File: config.mk
export PLATFORM = sky130hd
export DESIGN_NAME = grd_ctrl
export DESIGN_NICKNAME = d
export VERILOG_FILES = /design/src/rtl/core/grd_pkg.sv /design/src/rtl/core/grd_ctrl.sv
export SDC_FILE = /design/constraint.sdc
export NUM_CORES = 1
export LEC_CHECK = 0
export BUFFER_PORTS_ARGS = -buffer_cell sky130_fd_sc_hd__buf_2
export CAP_MARGIN = 10
export CORE_AREA = 2 2 39 41
export DETAILED_ROUTE_END_ITERATION = 12
export DIE_AREA = 0 0 41 43
export GPL_TIMING_DRIVEN = 0
export PLACE_DENSITY_LB_ADDON = 0.15
export SYNTH_ARGS = -nofsm -noshare
export SYNTH_HDL_FRONTEND = slang
export SYNTH_SLANG_ARGS = --single-unit
File: constraint.sdc
create_clock -name i_clk -period 1.34 [get_ports i_clk]
set_input_delay 0.201 -clock i_clk [delete_from_list [all_inputs] [get_ports i_clk]]
set_output_delay 0.201 -clock i_clk [all_outputs]
set_load 0.01 [all_outputs]
File: src/rtl/core/grd_pkg.sv
`default_nettype none
// ----------------------------------------------------------------------------
// grd_pkg: shared types and constants for the graph reachability engine
// Request codes, controller states, and the command/status bundles that
// join the controller to the datapath.
// ----------------------------------------------------------------------------
package grd_pkg;

    localparam int MAX_VERTICES = 128;
    localparam int VERT_W       = 7;
    localparam int REQ_W        = 2;
    localparam int ROW_AW       = $clog2(MAX_VERTICES);

    typedef logic [MAX_VERTICES-1:0] t_row;
    typedef logic [ROW_AW-1:0]       t_addr;
    typedef logic [VERT_W-1:0]       t_vertex;

    typedef enum logic [REQ_W-1:0] {
        REQ_CLEAR = 2'd0,
        REQ_ADD   = 2'd1,
        REQ_QUERY = 2'd2,
        REQ_NONE  = 2'd3
    } t_req;

    typedef enum logic [1:0] {
        S_IDLE,
        S_ADD_WR,
        S_QUERY,
        S_DONE
    } t_state;

    typedef struct packed {
        logic clear;      // drop every adjacency row
        logic add_start;  // latch edge, read source row
        logic add_write;  // write source row with new bit
        logic q_start;    // seed visited/pending from start vertex
        logic q_step;     // expand one pending vertex
        logic out_load;   // publish the query result
    } t_cmd;

    typedef struct packed {
        logic q_empty;    // nothing pending, nothing in flight
        logic out_free;   // output register can take a word
    } t_stat;

endpackage : grd_pkg
`default_nettype wire

File: src/rtl/core/grd_ctrl.sv
`default_nettype none
// ----------------------------------------------------------------------------
// grd_ctrl: request sequencer
// Decodes accepted requests and steps the datapath through edge updates
// and the query expansion loop.
// ----------------------------------------------------------------------------
module grd_ctrl
    import grd_pkg::*;
(
    input  wire logic             i_clk,
    input  wire logic             i_rst_n,
    input  wire logic             i_in_valid,
    input  wire logic [REQ_W-1:0] i_req_type,
    input  wire t_stat            i_stat,
    output t_cmd                  o_cmd,
    output logic                  o_in_stall
);

    t_state r_state;
    t_state n_state;
    t_req   req;
    logic   accept;

    assign req    = t_req'(i_req_type);
    assign accept = i_in_valid && (r_state == S_IDLE);

    always_ff @(posedge i_clk) begin
        if (!i_rst_n) begin
            r_state <= S_IDLE;
        end else begin
            r_state <= n_state;
        end
    end

    always_comb begin
        n_state = r_state;
        unique case (r_state)
            S_IDLE: begin
                if (accept) begin
                    unique case (req)
                        REQ_ADD:   n_state = S_ADD_WR;
                        REQ_QUERY: n_state = S_QUERY;
                        default:   n_state = S_IDLE;
                    endcase
                end
            end
            S_ADD_WR: n_state = S_IDLE;
            S_QUERY: begin
                if (i_stat.q_empty) n_state = S_DONE;
            end
            S_DONE: begin
                if (i_stat.out_free) n_state = S_IDLE;
            end
            default: n_state = S_IDLE;
        endcase
    end

    always_comb begin
        o_cmd      = '0;
        o_in_stall = (r_state != S_IDLE);
        unique case (r_state)
            S_IDLE: begin
                o_cmd.clear     = accept && (req == REQ_CLEAR);
                o_cmd.add_start = accept && (req == REQ_ADD);
                o_cmd.q_start   = accept && (req == REQ_QUERY);
            end
            S_ADD_WR: o_cmd.add_write = 1'b1;
            S_QUERY:  o_cmd.q_step    = 1'b1;
            S_DONE:   o_cmd.out_load  = i_stat.out_free;
            default:  o_cmd = '0;
        endcase
    end

endmodule : grd_ctrl
`default_nettype wire

==> impl_metrics.yaml, run 1 <==
timing:
  finalHoldWorstSlack_ns: 0.2139
  post-route-period-util_pct: 110.8
  max_slew.worst_pin.slew_ns: 0.2012
  fin_ws_ns: -0.1445
  count_of_final_setup_violators: 3
  fmaxAchievable_mhz: 673.6
  period_minus_slack_ns: 1.485
  grt_setup_unrepaired: "true"
  timing_max_transition_violations_final: 0
  fin_worst_skew_ns: 0.003763
  timing.final.hold_violations: 0
  worst_rel_slew_slack_pct: 86.45
yosys:
  synth_ff_type: "sky130_fd_sc_hd__dfxtp_1"
  synth.yosys.seq_area_share_pct: 23.36
  yosys-top-cells-area: "sky130_fd_sc_hd__dfxtp_1 (23%), sky130_fd_sc_hd__o32ai_2 (9.5%), sky130_fd_sc_hd__or4b_4 (8.0%), sky130_fd_sc_hd__and4bb_2 (7.3%), sky130_fd_sc_hd__nor2_1 (6.6%)"
  post_synthesis_instance_total: 20
  synthTopCellsByCount: "sky130_fd_sc_hd__nor2_1 (3), sky130_fd_sc_hd__dfxtp_1 (2)"
  synth_async_sr_flop_share_pct: 0
  post-synth-top-area-cell: "sky130_fd_sc_hd__dfxtp_1"
  yosys_register_bits: 2
  synth_top_cell_area_share_pct: 23.36
  syn-mean-instance-area_um2: 8.571
  synthesis.area_um2: 171.4
  synth.net_count: 27
  synth.lib_cells_used.distinct: 17
  yosysMostFrequentCell: "sky130_fd_sc_hd__nor2_1"
  synthesis.yosys.warnings: 0
  edff_count_synth: 0
worst_setup_path:
  worstSetupEndpointType: "output pin"
  critical_path.cell_chain: "or4b_4, nor2_1, buf_2"
  timing.critical_path.required_ns: 1.14
  reg_to_reg_critical_path_startpoint: "r_state[0]"
  worstPathMaxFanout: 3
  critical_path.slowest_cell: "sky130_fd_sc_hd__or4b_4"
  worst_r2r_endpoint: "r_state[0]"
  timing.reg2reg.setup_slack_ns: 0.01
  worstSetupStartpointType: "flip-flop"
  cp_slowest_stage_delay_ns: 0.52
  cp-startpoint: "r_state[0]"
  critPathArrivalTime_ns: 1.28
  criticalPathCategory: "flip-flop to output pin"
  r2r_cells: 3
routing:
  route.detailed.drc: 0
  via_per_inst: 3.815
  route.antenna.remaining_nets: 0
  wire_per_inst_um: 8.370
  dr_total_vias: 206
  dr.first_iter.drc_count: 0
  routed_wirelength_um: 452
  firstDrtPassIters: 1
outcome:
  violations: "negative setup slack"
  status: "finished with violations"
final_layout:
  antenna_cells_inserted: 0
  seqCellArea_um2: 45.04
  fin_nets: 47
  max_flop_register: "r_state"
  final_core_util_pct: 22.06
  multi_input_comb_area_um2: 127.6
  layout.cell_area.non_filler_um2: 305.3
  fillers: 169
  drive_above_1_share_pct: 65.79
  max_ffs_per_register: 2
  biggest_registers_after_layout: "r_state x2"
  synthToLayoutAreaGrowth_pct: 78.10
placement:
  dpl-instance-area_um2: 256.5
  place.detailed.hpwl_um: 346.3
  globalplace.congestion: 0.5596
  buffer_ports.inserted: 13
  dpl_worst_slack_ns: -0.0007695
job:
  timing.max_cap.violations: 0
grt:
  maximum_number_of_pins_on_one_net_before_global_route_repair: 10
  antenna_found_initial: 0
  grt-ovfl-total: 0
  track_usage_pct: 6.012
  global_route_wire_length_before_repair_um: 669
  first_global_vias: 171
clock_network:
  cts_buffers: 3
  clockRootBuffer: "sky130_fd_sc_hd__clkbuf_4"
  clk-insertion-delay-late_ns: 0.22
  deepest_clock_path_buffer_count: 2
  cts_tree: "built"
  cts_sinks: 2
  cts_max_level: 1
  cts.clk_slew.worst_paths_ns: 0.03
die:
  die-area_um2: 1763
  start_util_pct: 12.39
  fp.coreArea_um2: 1384
  die-width_um: 41
  num_io_pins: 14
  die_ht_um: 43
  placementRows: 14
hold_path:
  class_of_the_tightest_hold_or_removal_check: "input pin to flip-flop"
  timing.hold.worst_endpoint: "r_state[1]"
  source_of_the_worst_hold_timing_path: "i_rst_n"
  worst_hold_path.num_cells: 2
power:
  power_w: 0.0002599
  vdd.ir_drop.worst_v: 0.0002082
  pwr_density_cell_nw_per_um2: 851.4
  p_leak_nw: 0.1635
cell families (layout without fill, tap and decap cells):
| logic type | after synthesis | in the layout | share of synthesized area (%) |
|---|---|---|---|
| simple gates | 12 | 12 | 47.45 |
| compound gates | 5 | 5 | 27.01 |
| buf+inv | 1 | 19 | 2.188 |
| flops | 2 | 2 | 23.36 |
per-layer routing:
layer  global-route usage [%]  vias to the layer above  share of wire, %
li1                         -                      108                 -
met5                        0                        -                 0
met4                    6.000                        0                 0
met2                    9.063                        7                55
met1                    5.112                       91                35
met3                    3.141                        0                10
layout by cell type, fill, tap and decap left out:
master,Yosys,routed
sky130_fd_sc_hd__dfxtp_4,0,1
sky130_fd_sc_hd__nor2_1,3,3
sky130_fd_sc_hd__and4bb_2,1,1
sky130_fd_sc_hd__nor2b_1,1,1
sky130_fd_sc_hd__a21boi_0,1,1
sky130_fd_sc_hd__dfxtp_2,0,1
sky130_fd_sc_hd__inv_1,1,1
sky130_fd_sc_hd__buf_6,0,1
sky130_fd_sc_hd__buf_4,0,2
sky130_fd_sc_hd__o32ai_2,1,1
sky130_fd_sc_hd__nand2_1,1,1
sky130_fd_sc_hd__and3_1,1,1
sky130_fd_sc_hd__o21ai_0,1,1
sky130_fd_sc_hd__or4b_4,1,1
sky130_fd_sc_hd__buf_2,0,12
sky130_fd_sc_hd__o21a_1,1,1
sky130_fd_sc_hd__clkbuf_4,0,3
sky130_fd_sc_hd__nand3b_1,1,1
sky130_fd_sc_hd__and2b_1,1,1
sky130_fd_sc_hd__a21bo_2,1,1
sky130_fd_sc_hd__or2_2,1,1
sky130_fd_sc_hd__and2_1,1,1
worst max-delay path, delay by kind of cell (launching register included):
family	cells	cell delay, ns
AND/OR/NAND/NOR	2	0.61
buffers and inverters	1	0.13
flip-flops	1	0.33
cell type report:
type / instances / share of cell area [%]
multi-input cells: 17 / 41.80
repair buffers: 15 / 28.28
well taps: 16 / 6.557
flip-flops and latches: 2 / 14.75
clock buffers: 3 / 7.377
inverters: 1 / 1.230
worst max-delay path by stage:
stage,cells after the start,end,slack [ns]
5_1_grt,3,o_cmd[4],-0.21
6_report,3,o_cmd[4],-0.14
3_3_place_gp,3,o_cmd[5],0.01
2_1_floorplan,2,o_cmd[4],0.09
3_5_place_dp,3,o_cmd[4],-0.0008
4_1_cts,3,o_cmd[4],-0.18
timing repair:
| action | CTS | global route |
|---|---|---|
| setup buffers | 2 | 0 |
| setup endpoints to repair | 2 | 5 |
| hold buffers | 0 | 0 |
| gates resized for setup | 3 | 1 |
| pin swaps | 3 | 1 |
| endpoints found under the hold margin | 0 | 0 |
stage by stage:
step,instances,TNS [ns]
finish,54,-0.3457
global route,54,-0.5759
CTS,54,-0.4111
detailed placement,49,-0.0007695
global placement,49,0
floorplan,20,0
report_power, final:
part	leakage, nW	internal [W]	switching (W)	total, W
Clock	0.0138	0.0000988	0.0000339	0.000133
Combinational	0.132	0.0000356	0.0000260	0.0000616
Sequential	0.0175	0.0000625	0.00000324	0.0000657
Total	0.163	0.000197	0.0000631	0.000260
Note: power is estimated with default switching activity, not from simulation.
==> inputs of run 2 (changes only) <==
--- a/config.mk
+++ b/config.mk
@@ -5,6 +5,7 @@
 export SDC_FILE = /design/constraint.sdc
 export NUM_CORES = 1
 export LEC_CHECK = 0
+export ABC_AREA = 1
 export BUFFER_PORTS_ARGS = -buffer_cell sky130_fd_sc_hd__buf_2
 export CAP_MARGIN = 10
 export CORE_AREA = 2 2 39 41
==> impl_metrics.yaml, run 2 <==
outcome:
  status: "completed"
routing:
  route.detailed.drc: 0
  dr.first_iter.drc_count: 2
  firstDrtPassIters: 4
  wire_per_inst_um: 7.703
  via_per_inst: 3.625
  dr_total_vias: 232
  route.antenna.remaining_nets: 0
  routed_wirelength_um: 493
clock_network:
  cts.clk_slew.worst_paths_ns: 0.03
  cts_max_level: 1
  hold_buffers: 0
  clockRootBuffer: "sky130_fd_sc_hd__clkbuf_4"
  deepest_clock_path_buffer_count: 2
  cts_sinks: 2
  clk-insertion-delay-late_ns: 0.22
  cts_tree: "built"
  cts_buffers: 3
final_layout:
  most-common-layout-cells: "sky130_fd_sc_hd__buf_2 (13), sky130_fd_sc_hd__nor2_1 (8), sky130_fd_sc_hd__inv_1 (6), sky130_fd_sc_hd__nand2_1 (3), sky130_fd_sc_hd__clkbuf_4 (3)"
  max_flop_register: "r_state"
  fillers: 171
  fin_nets: 57
  drive_above_1_share_pct: 50.00
  layout_commonest_cell: "sky130_fd_sc_hd__buf_2"
  synthToLayoutAreaGrowth_pct: 72.26
  biggest_registers_after_layout: "r_state x2"
  antenna_cells_inserted: 0
  final_core_util_pct: 21.34
  max_ffs_per_register: 2
die:
  die_ht_um: 43
  placementRows: 14
  fp.coreArea_um2: 1384
  num_io_pins: 14
  die-area_um2: 1763
  die-width_um: 41
  start_util_pct: 12.39
yosys:
  post-synth-top-area-cell: "sky130_fd_sc_hd__dfxtp_1"
  post_synthesis_instance_total: 31
  yosys_register_bits: 2
  synth_async_sr_flop_share_pct: 0
  syn-mean-instance-area_um2: 5.529
  synth.lib_cells_used.distinct: 12
  synth.yosys.seq_area_share_pct: 23.36
  synthesis.area_um2: 171.4
  synth_top_cell_area_share_pct: 23.36
  yosys-top-cells-area: "sky130_fd_sc_hd__dfxtp_1 (23%), sky130_fd_sc_hd__nor2_1 (18%), sky130_fd_sc_hd__inv_1 (13%), sky130_fd_sc_hd__nand2_1 (8.8%), sky130_fd_sc_hd__a21oi_1 (5.8%)"
  synthTopCellsByCount: "sky130_fd_sc_hd__nor2_1 (8), sky130_fd_sc_hd__inv_1 (6), sky130_fd_sc_hd__nand2_1 (4)"
  synth_ff_type: "sky130_fd_sc_hd__dfxtp_1"
  edff_count_synth: 0
  yosysMostFrequentCell: "sky130_fd_sc_hd__nor2_1"
  synthesis.yosys.warnings: 0
  synth.net_count: 38
power:
  pwr_density_cell_nw_per_um2: 1213
  p_leak_nw: 0.1777
  vdd.ir_drop.worst_v: 0.0004144
timing:
  final_total_negative_setup_slack_ns: 0
  fin_worst_skew_ns: 0.0002332
  timing_max_transition_violations_final: 0
  max_slew.worst_pin.slew_ns: 0.1895
  timing.final.hold_violations: 0
  post-route-period-util_pct: 94.05
  fmaxAchievable_mhz: 793.5
  period_minus_slack_ns: 1.260
  grt_setup_unrepaired: "false"
  count_of_final_setup_violators: 0
  worst_rel_slew_slack_pct: 87.35
worst_setup_path:
  criticalPathCategory: "flip-flop to output pin"
  worstSetupStartpointType: "flip-flop"
  worstSetupEndpointType: "output pin"
  critPathArrivalTime_ns: 1.06
  worstPathMaxFanout: 5
  critical_path.cell_chain: "inv_1, nor3_1, buf_2"
  cp_slowest_stage_delay_ns: 0.40
  critical_path.slowest_cell: "sky130_fd_sc_hd__dfxtp_1"
  timing.critical_path.required_ns: 1.14
  timing.reg2reg.setup_slack_ns: 0.33
grt:
  first_global_vias: 221
  track_usage_pct: 7.207
  maximum_number_of_pins_on_one_net_before_global_route_repair: 7
  antenna_found_initial: 0
  grt-ovfl-total: 0
  global_route_wire_length_before_repair_um: 800
placement:
  place.detailed.hpwl_um: 395.6
  buffer_ports.inserted: 13
  globalplace.congestion: 0.6134
job:
  timing.max_cap.violations: 0
hold_path:
  class_of_the_tightest_hold_or_removal_check: "input pin to flip-flop"
==> run 2: area by class of cell <==
class | instances | area [um2] | area share (%)
Tap cell | 16 | 20.02 | 6.780
Multi-Input combinational cell | 22 | 112.6 | 38.14
Inverter | 7 | 26.28 | 8.898
Sequential cell | 2 | 41.29 | 13.98
Clock buffer | 3 | 22.52 | 7.627
Timing Repair Buffer | 14 | 72.57 | 24.58
==> run 2: repair_timing <==
item	4_1_cts	5_1_grt
pin swaps	1	0
resized for setup	0	3
setup buffers	1	0
setup endpoints to repair	1	3
==> run 2: worst max-delay path: cells and delay by family, from the launching register on <==
kind                   cells  cell delay (ns)
DFF                        1             0.40
buffers and inverters      2             0.26
and+or+nand+nor            1             0.17
==> run 2: stage by stage <==
stage	hold WS [ns]	cell area (um2)	worst slack, ns	instances	total power (W)
final	0.2197	295.3	0.07970	64	0.0003583
after global placement	0.4552	256.5	0.2403	60	0.0002139
after floorplan	0.3271	171.4	0.3050	31	0.0001668
after global routing	0.2237	295.3	0.01431	64	0.0003991
after detailed placement	0.4518	256.5	0.2360	60	0.0002143
after CTS	0.2123	286.5	0.02037	64	0.0003673
==> run 2: metal layers <==
| layer | vias to the layer above | part of all wire [%] | track usage, % |
|---|---|---|---|
| li1 | 130 | - | - |
| met1 | 96 | 43 | 7.643 |
| met2 | 6 | 52 | 9.375 |
| met3 | 0 | 5.9 | 3.141 |
| met4 | 0 | 0 | 8.000 |
| met5 | - | 0 | 0 |
==> run 2: power by group <==
| part | internal (W) | switching (W) |
|---|---|---|
| clock | 0.0000987 | 0.0000324 |
| combinational | 0.0000619 | 0.0000767 |
| sequential | 0.0000716 | 0.0000171 |
| total | 0.000232 | 0.000126 |
==> run 2: worst paths after layout <==
path                            startpoint          to  depth (start not counted)
worst min-delay path               i_rst_n  r_state[1]                          3
worst max-delay path            r_state[1]    o_cmd[0]                          3
worst min register to register  r_state[0]  r_state[1]                          3
worst max register to register  r_state[1]  r_state[0]                          6
==> run 2: cell families after synthesis <==
logic type,after synthesis,share of synthesized area [%]
AND/OR/NAND/NOR,20,55.48
buffers and inverters,7,15.33
flip-flops,2,23.36
AO/OA/AOI/OAI,2,5.840
==> inputs of run 3 (changes only) <==
--- a/config.mk
+++ b/config.mk
@@ -6,11 +6,11 @@
 export NUM_CORES = 1
 export LEC_CHECK = 0
 export ABC_AREA = 1
-export BUFFER_PORTS_ARGS = -buffer_cell sky130_fd_sc_hd__buf_2
 export CAP_MARGIN = 10
 export CORE_AREA = 2 2 39 41
 export DETAILED_ROUTE_END_ITERATION = 12
 export DIE_AREA = 0 0 41 43
+export DONT_BUFFER_PORTS = 1
 export GPL_TIMING_DRIVEN = 0
 export PLACE_DENSITY_LB_ADDON = 0.15
 export SYNTH_ARGS = -nofsm -noshare
==> impl_metrics.yaml, run 3 (synthesized netlist as in run 2, its figures left out) <==
worst_setup_path:
  worstSetupPathDepth: 3
  criticalPathCategory: "flip-flop to output pin"
  critical_path.slowest_cell: "sky130_fd_sc_hd__dfxtp_1"
  reg_to_reg_critical_path_startpoint: "r_state[0]"
  timing.critical_path.required_ns: 1.14
  crit_buf_inv: 0
  cp_slowest_stage_delay_ns: 0.34
  worstPathMaxFanout: 5
  critPathArrivalTime_ns: 1.04
  critical_path.cell_chain: "nor2_2, nand2_2, nor3_4"
  worstSetupEndpointType: "output pin"
  worstSetupStartpointType: "flip-flop"
  timing.reg2reg.setup_slack_ns: 0.39
  r2r_cells: 5
  critical-path-top-delay-family: "simple AND/OR/NAND/NOR gates"
  worst_r2r_endpoint: "r_state[1]"
routing:
  routed_wirelength_um: 429
  firstDrtPassIters: 2
  route.antenna.remaining_nets: 0
  dr_total_vias: 183
  dr.first_iter.drc_count: 3
  wire_per_inst_um: 8.580
  via_per_inst: 3.660
  route.detailed.drc: 0
power:
  swShare_pct: 37.52
  vdd.ir_drop.worst_v: 0.0003866
  pwr-share-seq_pct: 26.6
  p_leak_nw: 0.1154
  pwr_density_cell_nw_per_um2: 1361
  power.net_switching_w: 0.0001214
  part_of_the_total_power_dissipated_in_combinational_logic_pct: 32.3
  intPower_w: 0.0002022
  p_clk_share_pct: 41.1
timing:
  timing.final.hold_violations: 0
  final_total_negative_setup_slack_ns: 0
  max_slew.worst_pin.slew_ns: 0.2333
  post-route-period-util_pct: 92.69
  timing_max_transition_violations_final: 0
  grt_setup_unrepaired: "false"
  fin_worst_skew_ns: 0.001357
  finalHoldWorstSlack_ns: 0.1040
  count_of_final_setup_violators: 0
  period_minus_slack_ns: 1.242
  fmaxAchievable_mhz: 805.2
  worst_rel_slew_slack_pct: 84.36
grt:
  antenna_found_initial: 0
  maximum_number_of_pins_on_one_net_before_global_route_repair: 7
  first_global_vias: 172
  grt-ovfl-total: 0
  global_route_wire_length_before_repair_um: 655
  track_usage_pct: 6.406
final_layout:
  most-common-layout-cells: "sky130_fd_sc_hd__inv_1 (6), sky130_fd_sc_hd__nor2_1 (6), sky130_fd_sc_hd__nand2_1 (3), sky130_fd_sc_hd__nor2_2 (3), sky130_fd_sc_hd__clkbuf_4 (3)"
  finish.cell_count_without_fillers: 50
  layout.cell_area.non_filler_um2: 237.7
  drive_above_1_share_pct: 35.29
  max_ffs_per_register: 2
  max_flop_register: "r_state"
  synthToLayoutAreaGrowth_pct: 38.69
  biggest_registers_after_layout: "r_state x2"
  antenna_cells_inserted: 0
  fin_nets: 43
clock_network:
  clk-insertion-delay-late_ns: 0.22
  post-cts-setup-buffer-count: 0
  clockRootBuffer: "sky130_fd_sc_hd__clkbuf_4"
  cts_sinks: 2
  cts_tree: "built"
  deepest_clock_path_buffer_count: 2
  cts.clk_slew.worst_paths_ns: 0.03
  cts_buffers: 3
  cts_max_level: 1
placement:
  buffer_ports.inserted: 0
  place.detailed.instances: 47
  dpl-instance-area_um2: 191.4
  globalplace.congestion: 0.6145
  place.detailed.hpwl_um: 353
die:
  die_ht_um: 43
  start_util_pct: 12.39
  num_io_pins: 14
  die-area_um2: 1763
  fp.coreArea_um2: 1384
  die-width_um: 41
  placementRows: 14
hold_path:
  worst_hold_path.num_cells: 2
  source_of_the_worst_hold_timing_path: "i_rst_n"
  timing.hold.worst_endpoint: "r_state[1]"
  class_of_the_tightest_hold_or_removal_check: "input pin to flip-flop"
job:
  timing.max_cap.violations: 0
outcome:
  status: "completed"
run 3: worst register-to-register path, delay by kind of cell (launching register included):
kind / cells / cell delay [ns]
flops: 1 / 0.43
buf+inv: 1 / 0.07
simple gates: 4 / 0.36
run 3: stage by stage:
| step | total power (W) | util (%) | setup slack (ns) |
|---|---|---|---|
| 2_1_floorplan | 0.0001668 | - | 0.3050 |
| 3_3_place_gp | 0.0001827 | 13.83 | 0.2146 |
| 3_5_place_dp | 0.0001823 | 13.83 | 0.2133 |
| 4_1_cts | 0.0003253 | 15.82 | 0.04387 |
| 5_1_grt | 0.0003619 | 17.18 | 0.01474 |
| 6_report | 0.0003236 | 17.18 | 0.09801 |
run 3: worst max-delay path by stage:
| stage | startpoint | end | slack [ns] |
|---|---|---|---|
| 2_1_floorplan | r_state[1] | o_cmd[5] | 0.30 |
| 3_3_place_gp | r_state[0] | o_cmd[5] | 0.21 |
| 3_5_place_dp | r_state[1] | o_cmd[5] | 0.21 |
| 4_1_cts | r_state[1] | o_cmd[0] | 0.04 |
| 5_1_grt | r_state[1] | o_cmd[2] | 0.01 |
| 6_report | r_state[1] | o_cmd[5] | 0.1 |
run 3: layer usage:
| metal | vias to the layer above | track usage [%] | wire, um |
|---|---|---|---|
| met3 | 0 | 10.47 | 52 |
| met5 | - | 0 | 0 |
| met1 | 75 | 5.096 | 184 |
| li1 | 102 | - | - |
| met4 | 0 | 0 | 0 |
| met2 | 6 | 8.750 | 193 |
run 3: cell type report:
type	instances	area, um2
clock buffers	3	22.52
well taps	16	20.02
inverters	7	26.28
multi-input cells	22	128.9
fillers	156	1146
flip-flops and latches	2	40.04
run 3: what timing repair did:
action                     4_1_cts  5_1_grt
hold buffers                     0        0
gates resized for setup          1        5
cloned                           0        0
setup endpoints to repair        1        4
run 3: power by group through the flow:
stage / registers [W] / clock network, W / logic (W)
floorplan: 0.0000840 / 0 / 0.0000829
global placement: 0.0000876 / 0 / 0.0000951
detailed placement: 0.0000873 / 0 / 0.0000950
CTS: 0.0000866 / 0.000142 / 0.0000963
global route: 0.0000879 / 0.000150 / 0.000124
finish: 0.0000862 / 0.000133 / 0.000105
